File: config.mk
export PLATFORM = sky130hd
export DESIGN_NAME = nnpt_dist
export DESIGN_NICKNAME = d
export VERILOG_FILES = /design/src/design/nearest_neighbor_point_tracker_top_assert.svh /design/src/design/nnpt_pkg.sv /design/src/design/nnpt_dist.sv
export SDC_FILE = /design/constraint.sdc
export NUM_CORES = 1
export LEC_CHECK = 0
export ABC_AREA = 1
export BUFFER_PORTS_ARGS = -buffer_cell sky130_fd_sc_hd__buf_4
export CAP_MARGIN = 20
export CELL_PAD_IN_SITES_DETAIL_PLACEMENT = 0
export CELL_PAD_IN_SITES_GLOBAL_PLACEMENT = 2
export CORE_MARGIN = 3
export CORE_UTILIZATION = 35
export DETAILED_ROUTE_END_ITERATION = 10
export PLACE_DENSITY = 0.84
export SYNTH_ARGS = -nofsm -noshare
export SYNTH_HDL_FRONTEND = slang
export SYNTH_SLANG_ARGS = --single-unit
File: constraint.sdc
create_clock -name clock -period 6 [get_ports clock]
set_input_delay 0.3 -clock clock [delete_from_list [all_inputs] [get_ports clock]]
set_output_delay 0.3 -clock clock [all_outputs]
set_load 0.02 [all_outputs]
File: src/design/nearest_neighbor_point_tracker_top_assert.svh
// Assertion macros for the nearest neighbor point tracker.
// Included by the top level; depends on nothing else.
`ifndef NEAREST_NEIGHBOR_POINT_TRACKER_TOP_ASSERT_SVH
`define NEAREST_NEIGHBOR_POINT_TRACKER_TOP_ASSERT_SVH

// same-cycle implication, disabled during reset
`define NNPT_ASSERT_NOW(label, clk, rst, ante, cons, msg) \
   label: assert property (@(posedge clk) disable iff (rst) (ante) |-> (cons)) \
      else $error(msg);

// next-cycle implication, disabled during reset
`define NNPT_ASSERT_NEXT(label, clk, rst, ante, cons, msg) \
   label: assert property (@(posedge clk) disable iff (rst) (ante) |=> (cons)) \
      else $error(msg);

`endif

File: src/design/nnpt_pkg.sv
// Shared types and constants of the nearest neighbor point tracker.
// No dependencies.
package nnpt_pkg;

   localparam int COORD_W = 16;
   localparam int ID_W    = 16;
   localparam int MISS_W  = 8;
   localparam int GAIN_W  = 17;
   localparam int DIST_W  = 2 * COORD_W + 1;
   localparam int CSR_IDX_W = 2;

   // register indexes
   localparam logic [CSR_IDX_W-1:0] CSR_SMOOTHING_GAIN = 2'd0;
   localparam logic [CSR_IDX_W-1:0] CSR_MISS_LIMIT     = 2'd1;
   localparam logic [CSR_IDX_W-1:0] CSR_GATE_DISTANCE  = 2'd2;

   localparam logic [GAIN_W-1:0] GAIN_ONE        = 17'd65536;
   localparam logic [GAIN_W-1:0] GAIN_RESET      = 17'd32768;
   localparam logic [MISS_W-1:0] MISS_LIMIT_RESET = 8'd5;
   localparam logic [COORD_W-1:0] GATE_RESET     = 16'd320;
   localparam logic [MISS_W-1:0] MISS_MAX        = 8'd255;

   typedef struct packed {
      logic [ID_W-1:0]    id;
      logic [COORD_W-1:0] x;
      logic [COORD_W-1:0] y;
      logic [MISS_W-1:0]  miss;
   } track_entry_type;

   typedef struct packed {
      logic [COORD_W-1:0] x;
      logic [COORD_W-1:0] y;
   } point_type;

   // status of the distance pipeline
   typedef struct packed {
      logic valid;
      logic busy;
   } dist_status_type;

endpackage

File: src/design/nnpt_dist.sv
// Two-stage squared distance pipeline with a tag carried alongside.
// Depends on nnpt_pkg.
module nnpt_dist #(
   parameter int TAG_W = 8
) (
   input  logic                         clock,
   input  logic                         reset,
   input  logic                         in_valid,
   input  logic [nnpt_pkg::COORD_W-1:0] ax,
   input  logic [nnpt_pkg::COORD_W-1:0] ay,
   input  logic [nnpt_pkg::COORD_W-1:0] bx,
   input  logic [nnpt_pkg::COORD_W-1:0] by,
   input  logic [TAG_W-1:0]             in_tag,
   output nnpt_pkg::dist_status_type    status,
   output logic [nnpt_pkg::DIST_W-1:0]  out_dist,
   output logic [TAG_W-1:0]             out_tag
);
   import nnpt_pkg::*;

   logic [COORD_W-1:0]   dx, dy;
   logic [2*COORD_W-1:0] sqx_ff, sqy_ff;
   logic                 v1_ff, v2_ff;
   logic [TAG_W-1:0]     tag1_ff, tag2_ff;
   logic [DIST_W-1:0]    dist_ff;

   // absolute differences
   assign dx = (ax > bx) ? (ax - bx) : (bx - ax);
   assign dy = (ay > by) ? (ay - by) : (by - ay);

   // stage 1: squares, stage 2: sum
   always_ff @(posedge clock) begin
      if (reset) begin
         v1_ff <= 1'b0;
         v2_ff <= 1'b0;
      end else begin
         v1_ff <= in_valid;
         v2_ff <= v1_ff;
      end
      sqx_ff  <= dx * dx;
      sqy_ff  <= dy * dy;
      tag1_ff <= in_tag;
      dist_ff <= {1'b0, sqx_ff} + {1'b0, sqy_ff};
      tag2_ff <= tag1_ff;
   end

   assign status.valid = v2_ff;
   assign status.busy  = v1_ff | v2_ff;
   assign out_dist     = dist_ff;
   assign out_tag      = tag2_ff;

endmodule

==> run summary <==
H-Tree Level Count = 4
Finished Cell Area = 0.0329 mm^2
CTS max path bufs = 2
Final #Nets = 4,392
clock root buffer = clkbuf_16
Num CTS Buffers = 17
Main synth FF type = dfxtp_1
die height = 259 um
Post-synth EDFFs = 0
die width = 259 um
Worst-Skew Late Latency = 0.42 ns
synth unique cells = 44
Max Cap Violations = 0
worst hold-check path type = in2reg
highest-count cells in the layout ignoring fill and taps = buf_4, inv_1, nand2_1
failing checks = negative setup slack
met1 Track Usage GR = 0.274
die area = 0.0669 mm^2
DR iter-0 viols = 832
cell repeated most along the worst path = nand2_4
num rows = 91
RePlAce Congestion = 0.915
Worst Skew = 0.0213 ns
area occupied by multi-input gates = 0.0199 mm^2
Layout area overhead = 47.4%
Syn Inst Count = 2,944
Crit path required time = 6.35 ns
Seq/Total Area, Yosys = 0.101
Setup crit start kind = primary input
IO Count = 118
routed length per instance = 15.0 um
status = finished with violations
Area contributors post-synth = fa_1, ha_1, inv_1, nand2_1, dfxtp_1
GRT met2 Usage = 0.361
Yosys warnings = 0
pin count of the biggest net entering global routing = 17
CP Class = in2reg
crit path time final = 6.30 ns
initial antenna violation count = 1
fin util = 0.528
fin crit share = 1.05
core area = 0.0624 mm^2
DRC viols = 0
TritonCTS Sinks = 113
Vias = 21,100
post-synth top area cell = fa_1
syn nets = 3,635
final setup margin = -0.300 ns
commonest non-fill, non-tap cell in the layout = buf_4
Post-Route WL = 68,500 um
DP HPWL = 58,800 um
CP endpoint kind = register
slew margin rel. = 0.630
fillers = 5,972
gr usage total = 0.207
vias per cell = 4.63
Max Freq = 159 MHz
Crit path largest cell delay = 0.54 ns
M3 GR Usage = 0.0282
Initial Util = 0.358
DP Area = 0.0290 mm^2
post-synth top area share = 0.294
clock-pin transition on the worst setup and hold timing paths = 0.07 ns
max-slew violations = 0
vias in the first global route = 22,900
fraction of layout cells with a size suffix above 1 = 0.369
Crit Path Max Fanout = 6
unrepaired setup endpoints after global routing = true
Buffers on Ports = 117
Setup TNS = -6.07 ns
Worst R2R Path Depth = 11
crit path DAT = 6.65 ns
ys async rst share = 0
CTS tree = done
Most Crowded Layer GR = met2
# setup viols final = 37
Fin. Hold Viols = 0
total global routing overflow = 0
slowest stage cell, crit path = fa_1
drt first pass iters = 5
Post-Syn Area = 0.0223 mm^2
Worst Hold Path Cells = 2
first-pass GRT wire length = 113,000 um
post-synthesis average cell area = 7.58 um^2
Antenna Violating Nets Remaining = 0
Synth Register Bits = 113
Reg area = 0.00226 mm^2
Worst Tran Pin Value = 0.550 ns
layout make-up:
cell class	count	area share
antenna	2	0.000152
clock buffer	18	0.0133
clock inverter	14	0.00467
inverter	714	0.0859
multi-input combinational	2085	0.605
sequential	113	0.0687
tap	837	0.0318
timing repair buffer	770	0.191
flip-flops by register name (all words and copies together), names as in the netlist:
signal / cells
out_dist: 33
sqx_ff: 31
sqy_ff: 31
out_tag: 8
tag1_ff: 8
v1_ff: 1
v2_ff: 1
per-stage QoR:
step	setup WS, ns	hold WS [ns]	cells
after detailed placement	-1.01	0.312	4407
after global placement	-0.964	0.316	4407
after floorplan	-0.277	0.310	2944
after CTS	-0.176	0.0349	4517
final	-0.300	0.0500	4553
after global routing	-0.545	0.0377	4551
timing repair:
action / in CTS / in global routing
endpoints found under the setup margin: 44 / 47
gates cloned: 3 / 0
gates resized for setup: 352 / 246
hold endpoints to repair: 8 / 0
hold buffers: 8 / 0
buffers inserted: 67 / 39
pin swaps: 187 / 120
cell families after synthesis:
group | Yosys count | share of synthesized area
compound gates | 287 | 0.0711
simple gates | 1049 | 0.190
flops | 113 | 0.101
xor+xnor | 132 | 0.0526
buf+inv | 747 | 0.129
fa+ha+maj | 616 | 0.455
cell usage after synthesis (2+ instances only):
master    number
inv_1        684
nand2_1      615
fa_1         328
ha_1         288
nor2_1       252
a21oi_1      166
dfxtp_1      113
xor2_1        95
nand3_1       91
o21ai_0       68
xnor2_1       36
nor3_1        31
inv_2         28
nand2_2       24
o21bai_1      16
buf_2         13
nor2_2        13
nand4_1       11
buf_4         10
o211ai_1      10
a21o_1         6
clkbuf_1       5
nor4_1         5
a31oi_1        3
buf_6          3
o21ai_1        3
or2_2          3
a211oi_1       2
a21boi_0       2
a21oi_2        2
a31o_2         2
clkbuf_2       2
clkinv_1       2
o211a_1        2
critical path, delay by kind of cell:
family | cells | cell delay (ns)
buffers and inverters | 11 | 0.93
XOR/XNOR | 1 | 0.18
AND/OR/NAND/NOR | 11 | 0.91
adder cells (fa/ha/maj) | 9 | 3.85
AO/OA/AOI/OAI | 3 | 0.49
routing by layer:
layer  vias to the layer above  share of wire  wire (um)
met1                     10200           0.45      31000
met4                         0          0.017       1150
met5                         -              0          0
li1                      10400              -          -
met2                       399           0.49      33200
met3                        89          0.045       3060
final timing paths:
kind / from / end / slack (ns)
worst max-delay path: ax[0] / sqx_ff[29] / -0.30
worst min-delay path: reset / v1_ff / 0.05
worst max register to register: sqy_ff[4] / out_dist[31] / 3.55
worst min register to register: tag1_ff[1] / out_tag[1] / 0.32
Power is not shown: default switching activity piles up to over one toggle a cycle in this logic, so the estimate is an artifact.
